### config.mk
export PLATFORM = sky130hd
export DESIGN_NAME = positional_order_book_levels
export DESIGN_NICKNAME = d
export VERILOG_FILES = /design/src/hdl/pobl_pkg.sv /design/src/hdl/pobl_front.sv /design/src/hdl/pobl_queue.sv /design/src/hdl/pobl_back.sv /design/src/hdl/positional_order_book_levels.sv
export SDC_FILE = /design/constraint.sdc
export NUM_CORES = 2
export LEC_CHECK = 0
export ABC_AREA = 0
export ABC_CLOCK_PERIOD_IN_PS = 16600
export BUFFER_PORTS_ARGS = -buffer_cell sky130_fd_sc_hd__buf_2
export CAP_MARGIN = 20
export CORE_ASPECT_RATIO = 1.5
export CORE_MARGIN = 2
export CORE_UTILIZATION = 25
export CTS_BUF_LIST = sky130_fd_sc_hd__clkbuf_4 sky130_fd_sc_hd__clkbuf_8
export DETAILED_ROUTE_END_ITERATION = 10
export PLACE_DENSITY = 0.42
export RECOVER_POWER = 100
export SLEW_MARGIN = 20
export SYNTH_ARGS = -nofsm -noshare
export SYNTH_HDL_FRONTEND = slang
export SYNTH_SLANG_ARGS = --single-unit
### constraint.sdc
create_clock -name i_clk -period 16.6 [get_ports i_clk]
set_input_delay 3.32 -clock i_clk [delete_from_list [all_inputs] [get_ports i_clk]]
set_output_delay 3.32 -clock i_clk [all_outputs]
set_load 0.03 [all_outputs]
### src/hdl/pobl_pkg.sv
package pobl_pkg;

    typedef enum logic [1:0] {
        OP_INSERT = 2'd0,
        OP_MODIFY = 2'd1,
        OP_DELETE = 2'd2,
        OP_READ   = 2'd3
    } t_op;

    localparam logic [1:0] ST_OK        = 2'd0;
    localparam logic [1:0] ST_FULL      = 2'd1;
    localparam logic [1:0] ST_NOT_FOUND = 2'd2;

    localparam int POS_W   = 8;
    localparam int PRICE_W = 32;
    localparam int QTY_W   = 31;
    localparam int CNT_W   = 5;

    typedef struct packed {
        t_op                op;
        logic               pos_zero;
        logic [POS_W-1:0]   position;
        logic [PRICE_W-1:0] price;
        logic [QTY_W-1:0]   quantity;
    } t_cmd;

endpackage

### src/hdl/pobl_front.sv
module pobl_front (
    input  logic [1:0]     i_kind,
    input  logic [7:0]     i_position,
    input  logic [31:0]    i_price,
    input  logic [30:0]    i_quantity,
    output pobl_pkg::t_cmd o_cmd
);
    import pobl_pkg::*;

    logic pos_zero;

    assign pos_zero = (i_position == '0);

    always_comb begin
        o_cmd.op       = t_op'(i_kind);
        o_cmd.price    = i_price;
        o_cmd.quantity = i_quantity;
        o_cmd.pos_zero = pos_zero;
        o_cmd.position = i_position;
        // insert at position zero lands at the head
        if ((o_cmd.op == OP_INSERT) && pos_zero) begin
            o_cmd.position = POS_W'(1);
            o_cmd.pos_zero = 1'b0;
        end
    end

endmodule

### src/hdl/pobl_queue.sv
module pobl_queue (
    input  logic           i_clk,
    input  logic           i_rst_n,
    input  logic           i_push,
    input  pobl_pkg::t_cmd i_data,
    output logic           o_full,
    input  logic           i_pop,
    output pobl_pkg::t_cmd o_data,
    output logic           o_empty
);
    import pobl_pkg::*;

    t_cmd       r_mem [2];
    logic       r_wr_ptr;
    logic       r_rd_ptr;
    logic [1:0] r_fill;
    logic       n_wr_ptr;
    logic       n_rd_ptr;
    logic [1:0] n_fill;
    logic       do_push;
    logic       do_pop;

    assign o_full  = (r_fill == 2'd2);
    assign o_empty = (r_fill == 2'd0);
    assign do_push = i_push && !o_full;
    assign do_pop  = i_pop && !o_empty;
    assign o_data  = r_mem[r_rd_ptr];

    always_comb begin
        n_wr_ptr = r_wr_ptr ^ do_push;
        n_rd_ptr = r_rd_ptr ^ do_pop;
        n_fill   = r_fill + 2'(do_push) - 2'(do_pop);
    end

    always_ff @(posedge i_clk) begin
        if (!i_rst_n) begin
            r_wr_ptr <= 1'b0;
            r_rd_ptr <= 1'b0;
            r_fill   <= 2'd0;
        end else begin
            r_wr_ptr <= n_wr_ptr;
            r_rd_ptr <= n_rd_ptr;
            r_fill   <= n_fill;
        end
    end

    always_ff @(posedge i_clk) begin
        if (do_push) begin
            r_mem[r_wr_ptr] <= i_data;
        end
    end

    assert property (@(posedge i_clk) disable iff (!i_rst_n) r_fill != 2'd3)
        else $error("queue fill out of range");
    assert property (@(posedge i_clk) disable iff (!i_rst_n)
        (r_fill == 2'd0) |-> (r_wr_ptr == r_rd_ptr))
        else $error("queue pointers disagree with fill");
    assert property (@(posedge i_clk) disable iff (!i_rst_n)
        (do_push && !do_pop) |=> (r_fill != 2'd0))
        else $error("pushed transaction lost");

endmodule

### src/hdl/pobl_back.sv
module pobl_back #(
    parameter int DEPTH = 16
) (
    input  logic           i_clk,
    input  logic           i_rst_n,
    input  logic           i_valid,
    input  pobl_pkg::t_cmd i_cmd,
    output logic           o_done,
    output logic [1:0]     o_status,
    output logic [4:0]     o_level_count,
    output logic [31:0]    o_level_price,
    output logic [30:0]    o_level_quantity
);
    import pobl_pkg::*;

    localparam int CW = $clog2(DEPTH + 1);
    localparam int IW = $clog2(DEPTH);

    logic [CW-1:0]      r_count;
    logic [PRICE_W-1:0] r_price [DEPTH];
    logic [QTY_W-1:0]   r_qty   [DEPTH];
    logic               r_done;
    logic [1:0]         r_status;
    logic [CNT_W-1:0]   r_level_count;
    logic [PRICE_W-1:0] r_level_price;
    logic [QTY_W-1:0]   r_level_qty;

    logic [CW-1:0]      n_count;
    logic [PRICE_W-1:0] n_price [DEPTH];
    logic [QTY_W-1:0]   n_qty   [DEPTH];
    logic [1:0]         n_status;
    logic [PRICE_W-1:0] n_level_price;
    logic [QTY_W-1:0]   n_level_qty;

    logic [POS_W-1:0]   cnt8;
    logic [POS_W-1:0]   slot8;
    logic [IW-1:0]      rd_idx;
    logic               present;
    logic               full;
    logic               do_ins;
    logic               do_mod;
    logic               do_del;

    assign cnt8    = POS_W'(r_count);
    assign full    = (r_count == CW'(DEPTH));
    assign present = !i_cmd.pos_zero && (i_cmd.position <= cnt8);
    assign rd_idx  = slot8[IW-1:0];
    assign do_ins  = i_valid && (i_cmd.op == OP_INSERT) && !full;
    assign do_mod  = i_valid && (i_cmd.op == OP_MODIFY) && present;
    assign do_del  = i_valid && (i_cmd.op == OP_DELETE) && present;

    always_comb begin
        if ((i_cmd.op == OP_INSERT) && (i_cmd.position > cnt8)) begin
            slot8 = cnt8;
        end else begin
            slot8 = i_cmd.position - POS_W'(1);
        end
    end

    always_comb begin
        for (int i = 0; i < DEPTH; i++) begin
            n_price[i] = r_price[i];
            n_qty[i]   = r_qty[i];
            if (do_ins || do_mod) begin
                if (POS_W'(i) == slot8) begin
                    n_price[i] = i_cmd.price;
                    n_qty[i]   = i_cmd.quantity;
                end else if (do_ins && (POS_W'(i) > slot8) && (POS_W'(i) <= cnt8)) begin
                    if (i > 0) begin
                        n_price[i] = r_price[i-1];
                        n_qty[i]   = r_qty[i-1];
                    end
                end
            end else if (do_del) begin
                if ((POS_W'(i) >= slot8) && ((POS_W'(i) + POS_W'(1)) < cnt8)) begin
                    if (i < DEPTH - 1) begin
                        n_price[i] = r_price[i+1];
                        n_qty[i]   = r_qty[i+1];
                    end
                end
            end
        end
    end

    always_comb begin
        n_count       = r_count;
        n_status      = ST_OK;
        n_level_price = '0;
        n_level_qty   = '0;
        if (do_ins) begin
            n_count = r_count + CW'(1);
        end else if (do_del) begin
            n_count = r_count - CW'(1);
        end
        unique case (i_cmd.op)
            OP_INSERT: begin
                if (full) begin
                    n_status = ST_FULL;
                end
            end
            OP_MODIFY, OP_DELETE: begin
                if (!present) begin
                    n_status = ST_NOT_FOUND;
                end
            end
            default: begin
                if (present) begin
                    n_level_price = r_price[rd_idx];
                    n_level_qty   = r_qty[rd_idx];
                end else begin
                    n_status = ST_NOT_FOUND;
                end
            end
        endcase
    end

    always_ff @(posedge i_clk) begin
        if (!i_rst_n) begin
            r_count <= '0;
            r_done  <= 1'b0;
        end else begin
            r_count <= n_count;
            r_done  <= i_valid;
        end
    end

    always_ff @(posedge i_clk) begin
        for (int i = 0; i < DEPTH; i++) begin
            r_price[i] <= n_price[i];
            r_qty[i]   <= n_qty[i];
        end
        if (i_valid) begin
            r_status      <= n_status;
            r_level_count <= CNT_W'(n_count);
            r_level_price <= n_level_price;
            r_level_qty   <= n_level_qty;
        end
    end

    assign o_done           = r_done;
    assign o_status         = r_status;
    assign o_level_count    = r_level_count;
    assign o_level_price    = r_level_price;
    assign o_level_quantity = r_level_qty;

    assert property (@(posedge i_clk) disable iff (!i_rst_n) r_count <= CW'(DEPTH))
        else $error("level count exceeds depth");
    assert property (@(posedge i_clk) disable iff (!i_rst_n)
        (i_valid && (i_cmd.op == OP_INSERT) && full) |=> (r_status == ST_FULL))
        else $error("full insert not rejected");
    assert property (@(posedge i_clk) disable iff (!i_rst_n)
        !i_valid |=> (r_count == $past(r_count)))
        else $error("count changed without a transaction");
    assert property (@(posedge i_clk) disable iff (!i_rst_n)
        (r_done && (r_status != ST_OK)) |-> ((r_level_price == '0) && (r_level_qty == '0)))
        else $error("read data on a failed transaction");

endmodule

### src/hdl/positional_order_book_levels.sv
// A transaction accepted on start is registered in the command queue, then
// processed by the back end, which registers its result and strobes o_done.
// Throughput: one transaction per cycle; the level cells all shift together.
// busy rises only if the two-entry command queue fills, which the back end avoids.
// Reset (synchronous, active low) empties the book and the queue; level storage
// is not cleared. The receiver cannot stall: each result is shown for one cycle.
module positional_order_book_levels #(
    parameter int DEPTH = 16
) (
    input  logic        i_clk,
    input  logic        i_rst_n,
    input  logic        start,
    output logic        busy,
    input  logic [1:0]  i_kind,
    input  logic [7:0]  i_position,
    input  logic [31:0] i_price,
    input  logic [30:0] i_quantity,
    output logic        o_done,
    output logic [1:0]  o_status,
    output logic [4:0]  o_level_count,
    output logic [31:0] o_level_price,
    output logic [30:0] o_level_quantity
);
    import pobl_pkg::*;

    t_cmd front_cmd;
    t_cmd queue_cmd;
    logic q_full;
    logic q_empty;
    logic q_push;

    assign busy   = q_full;
    assign q_push = start && !q_full;

    pobl_front u_front (
        .i_kind     (i_kind),
        .i_position (i_position),
        .i_price    (i_price),
        .i_quantity (i_quantity),
        .o_cmd      (front_cmd)
    );

    pobl_queue u_queue (
        .i_clk   (i_clk),
        .i_rst_n (i_rst_n),
        .i_push  (q_push),
        .i_data  (front_cmd),
        .o_full  (q_full),
        .i_pop   (!q_empty),
        .o_data  (queue_cmd),
        .o_empty (q_empty)
    );

    pobl_back #(
        .DEPTH (DEPTH)
    ) u_back (
        .i_clk            (i_clk),
        .i_rst_n          (i_rst_n),
        .i_valid          (!q_empty),
        .i_cmd            (queue_cmd),
        .o_done           (o_done),
        .o_status         (o_status),
        .o_level_count    (o_level_count),
        .o_level_price    (o_level_price),
        .o_level_quantity (o_level_quantity)
    );

endmodule

Word level (Yosys, flattened, before mapping):

Memories as Yosys holds them, arrays and structs flattened. A register that Yosys moved wholly into a read port is not among the register bits.
Index checks and enable logic that the tools add are counted.

* memories kept: 3
* bits in writable memories: 1156
* input bits: 76
* bits in registers: 17
* word-level logic and storage cells: 332

* magnitude comparators: 62
* eq/ne operators: 19
* multiplexer cells: 164
* reduce and logical (&&, ||, !) cells: 69
* bitwise operators: 3
* add/subtract/negate cells: 5

Memories
* u_back.r_price: words 16, width 32, rd ports 17, clocked after Yosys merged registers in 1, wr ports 16, line pobl_back.sv:20 `logic [PRICE_W-1:0] r_price [DEPTH];`
* u_back.r_qty: words 16, width 31, rd ports 17, clocked after Yosys merged registers in 1, wr ports 16, line pobl_back.sv:21 `logic [QTY_W-1:0] r_qty [DEPTH];`
* u_queue.r_mem: words 2, width 74, rd ports 1, clocked after Yosys merged registers in 1, wr ports 1, line pobl_queue.sv:13 `t_cmd r_mem [2];`

Operator list (count)
* $mux 32: 77
* $mux 31: 77
* $eq 4x8->1 const A: 8
* $gt 4x8->1 const A: 8
* $ge 4x8->1 const A: 7
* $logic_and 1x1->1: 56
* $le 4x5->1 const A: 8
* $lt 4x5->1 const A: 8
* $eq 3x8->1 const A: 4
* $ge 3x8->1 const A: 4
* $gt 3x8->1 const A: 4
* $le 3x5->1 const A: 4
* $lt 3x5->1 const A: 4
* $eq 2x8->1 const A: 2
* $ge 1x8->1 const A: 2
* $ge 2x8->1 const A: 2
* $gt 2x8->1 const A: 2
* $logic_not 8->1: 2
* $le 2x5->1 const A: 2
* $lt 2x5->1 const A: 2
* $mux 5: 2
* $mux 9: 1
* $eq 1x8->1 const A: 1
* $gt 1x8->1 const A: 1
* other kinds (21): 34

Logic depth before layout (Yosys ltp):

* word-level depth: 9
* mapped depth: 19
* mapped depth without buffers: 10

Modules after synthesis:

From an unflattened synthesis, not the netlist that was laid out.

* cell total of the unflattened synthesis: 6559
* area total of the unflattened synthesis: 67185.7 µm²

Modules (own cells, without submodules)
* pobl_back: instances 1, cells each 6224, seq. area each 32491.2 µm², area an instance 60753.3 µm²
* pobl_queue: instances 1, cells each 255, seq. area each 4544.4 µm², area an instance 5846.9 µm²
* pobl_front: instances 1, cells each 78, seq. area each 0.0 µm², area an instance 568.0 µm²
* positional_order_book_levels: instances 1, cells each 2, seq. area each 0.0 µm², area an instance 17.5 µm²

Least setup slack after synthesis:

Ideal clock, no wire load.

* kind: reg2reg
* start: register with a tool-made name
* end: memory u_back.r_price[14][0] (enable)
* period minus slack after synthesis: 14.311 ns
* stages on the path, launching flop included: 17
* data required time: 15.780 ns
* slack: 2.289 ns
* buffers on the path: 6
* arrival: 13.491 ns
* path through: dfxtp_1 > buf_4 > buf_2 > buf_1 > buf_1 > mux2i_1 > inv_1 > ha_1 > nor2b_1 > o21ai_1 > a211o_1 > buf_2 > buf_2 > a21oi_1 > nor2_1 > nor2_1 > a2111oi_0

RTL lines (line)
* end: declaration: pobl_back.sv:20

==> results summary <==
The flow ran to the end, but the final reports show violations. The final reports fail on max-capacitance violations, max-slew violations. The vias after detailed routing is 59780. TritonCTS built the clock tree. The width of the die came out at 429.5 µm. The number of enable-type register cells in the synthesized netlist came out at 1226. The starting utilization of the core area came out at 25.10%. The maximum buffer depth of the clock tree is 4. The clock slew seen by the registers of the worst setup and hold paths is 70 ps. The total of warnings raised by yosys is 0. The total power came out at 7.948 mW. Using the TritonRoute via totals, the vias-per-cell ratio works out to 6.077. The final number of hold-violating endpoints is 0.

The top-area cell type share of the netlist area is 54.21%. The most common cell in the synthesized netlist is sky130_fd_sc_hd__edfxtp_1. The count of final setup violators is 0. The setup slack after placement is 8000 ps.

The DRC violations left came out at 0. After detailed routing, the total wire length is 347.5 mm. The power per cell area is 105.0 mW/mm². The part of the Yosys area used for sequential elements is 54.54%. Clock tree synthesis selected as its root buffer the cell sky130_fd_sc_hd__clkbuf_8. Internal power comes to 5.300 mW. The total die area came out at 0.2759 mm².

Summed over all nets, the switching power comes to around 2.6 mW. The total of flip-flops plus latches after synthesis is between 1000 and 1500. Once detail routing completed, the nets flagged for antenna violations numbered 0. The buffering stage count on the worst path with inverters included came out at 4. The kind of start point of the critical path is a flip-flop. The normalized max-slew margin is -228.8%. The first global-routing pass estimated between 400 and 500 mm of wire.

The critical path data required time is 17280 ps. In the synthesized netlist the async set-or-reset flop fraction comes to 0%. The placeable core region came out at 0.2705 mm². The worst path meets setup with 4224 ps of slack. The number of global-route vias before repair is 60070. The number of instances in the synthesized netlist came out at 6295. The number of iterations in the first detailed-routing pass came out at 6.

The largest net degree at the start of global routing is about 170. For the final database, setup skew stands at about 85 ps. The combinational group share of total power came out at 19.6%.

The violation count after the first detailed-routing iteration is 8048. Buffers inserted during clock tree synthesis total 209. Synthesis produced a netlist with a net count of about 6400. The post-cts repair resize count is 0.

Setup repair after global routing left no endpoint under its margin. The static power due to leakage is 27.19 nW. Routability-driven placement finished with a final weighted congestion of 0.8427. The endpoint kind of the worst setup timing path is a flip-flop. The number of antenna violations at the first check in global routing is 21. The post-route core utilization is 27.98%. By startpoint and endpoint, the worst setup path is classified as reg2reg. The peak ir drop on the vdd network is 75.34 µV.

The slowest stage of the critical path belongs to the cell sky130_fd_sc_hd__clkbuf_1. The min-delay analysis places its worst path in the category reg2reg. The I/O pin total is between 100 and 150. The clock network fraction of design power is 35.8%. The time the final worst path needs with I/O delays and setup came out at 12380 ps. After detailed routing, the average wire length per cell comes to about 35 µm. On the critical path the largest part of the delay comes from buffers and inverters.

In the synthesized netlist the dominant register cell turns out to be sky130_fd_sc_hd__edfxtp_1. The achievable clock frequency is 80.80 MHz. The hold buffer count at cts came out at 0.

The net count reported at finish came out at approximately 6200. The summed instance area of the synthesized netlist came out at 0.06791 mm². Summed over all instances, the cell type with the most area after synthesis is sky130_fd_sc_hd__edfxtp_1.

On the worst path, the slowest cell contributes a delay of 2560 ps. The clock latency reported for the late side of the worst-skew pair came out at 1020 ps. The number of input and output port buffers inserted is 147. Of the total power, the share spent switching nets is 33.31%. The final max-slew violation count came out at approximately 1600. STA puts the critical path data arrival time at 13060 ps.

Ranked by total cell area, the synthesized netlist is headed by sky130_fd_sc_hd__edfxtp_1 (54%), sky130_fd_sc_hd__o221ai_1 (9.5%), sky130_fd_sc_hd__nand2_1 (5.7%). The total overflow left after global routing is 0. The die height is approximately 640 µm. The max-capacitance violation count is 49. The maximum fanout count along the critical path came out at 45. The wire-length estimate of the detail-placed layout is 186.0 mm. The mean area per synthesized cell came out at 10.79 µm². The commonest cells after synthesis are sky130_fd_sc_hd__edfxtp_1 (1226), sky130_fd_sc_hd__nand2_1 (1038), sky130_fd_sc_hd__o221ai_1 (737). The signal on the critical path passes through clkbuf_1 > mux2_1 > inv_1 > ha_1 > nor2b_1 > o21ai_0 > a211o_1 > nand3_4 > clkbuf_1 > nand2_1 > clkbuf_1 > a21oi_1 > o311ai_0. The H-tree depth came out at 4. At the pin with the least slew margin, the transition time is 4931 ps. The overall track demand over capacity in global routing came out at 24.06%. The sequential share of power is 44.6%.

Hold timing on the final database bottoms out at a slack of 495.5 ps. Yosys mapped the design onto 76 distinct sky130hd cell types. The clock net sink count is 1237. The worst path uses 74.56% of the clock period. The share of layout cells above drive strength 1 came out at a little over a tenth.

The number of buffers added for setup after CTS is 0. The aggregate negative setup slack came out at 0 ps. Relative to the synthesized area, the layout overhead comes to 11.48%. Counting stages on the worst path, the most repeated cell is sky130_fd_sc_hd__clkbuf_1. Row generation in the floorplan step produced 234 rows.
==> sequential cells by signal (all words and copies together), names as in the netlist, 5 cells and up, named ones only <==
name,count
u_back.o_level_count,5
u_back.o_level_price,32
u_back.o_level_quantity,31
u_back.r_count,5
u_back.r_price,512
u_back.r_qty,496
u_queue.r_mem,148
==> power by group through the flow <==
| stage | Clock (mW) | Sequential [mW] | Combinational, mW |
|---|---|---|---|
| floorplan | 0 | 3.61 | 0.849 |
| global placement | 0 | 3.60 | 1.52 |
| detailed placement | 0 | 3.61 | 1.53 |
| CTS | 2.91 | 3.54 | 1.53 |
| global route | 3.00 | 3.55 | 1.59 |
| finish | 2.84 | 3.54 | 1.56 |
==> final timing paths <==
path                                start                                   endpoint  slack (ps)  cells past startpoint
max                             flip-flop  u_back.o_level_quantity[11]$_SDFFCE_PP0N_        4220                     13
min          u_queue.r_fill[1]$_SDFF_PN0_               u_queue.r_fill[1]$_SDFF_PN0_         500                      1
max reg2reg                     flip-flop  u_back.o_level_quantity[11]$_SDFFCE_PP0N_        4220                     13
min reg2reg  u_queue.r_fill[1]$_SDFF_PN0_               u_queue.r_fill[1]$_SDFF_PN0_         500                      1
==> kinds of logic (layout without fill, tap and decap cells) <==
| logic type | after synthesis | after routing | synth area share, % |
|---|---|---|---|
| xor gates and xnor gates | 9 | 9 | 0.1161 |
| adders and majority gates | 16 | 16 | 0.2948 |
| other | 0 | 13 | 0 |
| buffers and inverters | 1393 | 1382 | 8.179 |
| DFF | 1237 | 1237 | 54.54 |
| muxes | 326 | 326 | 5.083 |
| AOI/OAI and AO/OA | 1705 | 1705 | 21.25 |
| and+or+nand+nor | 1609 | 1609 | 10.54 |
==> worst reg2reg max path, delay by kind of cell, from the launching register on <==
kind	cells	cell delay [ps]
buffers and inverters	4	5820
AO/OA/AOI/OAI	4	2760
AND/OR/NAND/NOR	3	2210
multiplexers	1	620
flip-flops	1	510
adder cells (fa/ha/maj)	1	200
==> cell usage in the layout (no fill, tap or decap), types with 31 or more instances in the layout <==
cell type | netlist | routed
sky130_fd_sc_hd__o21ai_0 | 52 | 53
sky130_fd_sc_hd__nor3_1 | 201 | 200
sky130_fd_sc_hd__clkbuf_8 | 0 | 211
sky130_fd_sc_hd__clkbuf_4 | 0 | 48
sky130_fd_sc_hd__inv_1 | 705 | 704
sky130_fd_sc_hd__nand2_1 | 1038 | 1037
sky130_fd_sc_hd__o211ai_1 | 62 | 62
sky130_fd_sc_hd__mux2i_1 | 178 | 176
sky130_fd_sc_hd__clkbuf_1 | 497 | 156
sky130_fd_sc_hd__a221o_1 | 211 | 211
sky130_fd_sc_hd__o2111ai_1 | 87 | 87
sky130_fd_sc_hd__buf_2 | 128 | 32
sky130_fd_sc_hd__buf_4 | 6 | 124
sky130_fd_sc_hd__o31ai_1 | 130 | 134
sky130_fd_sc_hd__edfxtp_1 | 1226 | 1226
sky130_fd_sc_hd__clkinv_1 | 3 | 52
sky130_fd_sc_hd__o221ai_1 | 737 | 743
sky130_fd_sc_hd__a22oi_1 | 127 | 126
sky130_fd_sc_hd__nor2_1 | 31 | 31
sky130_fd_sc_hd__mux2_2 | 143 | 141
sky130_fd_sc_hd__a21oi_1 | 75 | 68
sky130_fd_sc_hd__nand4_1 | 259 | 259
sky130_fd_sc_hd__a21o_1 | 41 | 41
==> metal layers <==
| layer | wire length (µm) | global-route usage (%) |
|---|---|---|
| met5 | 192 | 0 |
| met4 | 24710 | 14.47 |
| met3 | 30770 | 4.875 |
| met2 | 164100 | 40.19 |
| met1 | 127800 | 28.37 |
==> metrics by stage <==
stage          area [µm²]  std cells
2_1_floorplan       67910       6295
3_3_place_gp        72360       9472
3_5_place_dp        72390       9473
4_1_cts             76280       9824
5_1_grt             75680       9825
6_report            75710       9837
==> layout make-up <==
class                           count  area [µm²]
Multi-Input combinational cell   3665       25790
Fill cell                       28330      194800
Tap cell                         3540        4429
Clock inverter                     92       624.3
Antenna cell                       13       32.53
Timing Repair Buffer              322        1867
Inverter                          709        2663
Sequential cell                  1237       37040
Clock buffer                      259        3264
(Power assumes the default switching activity.)
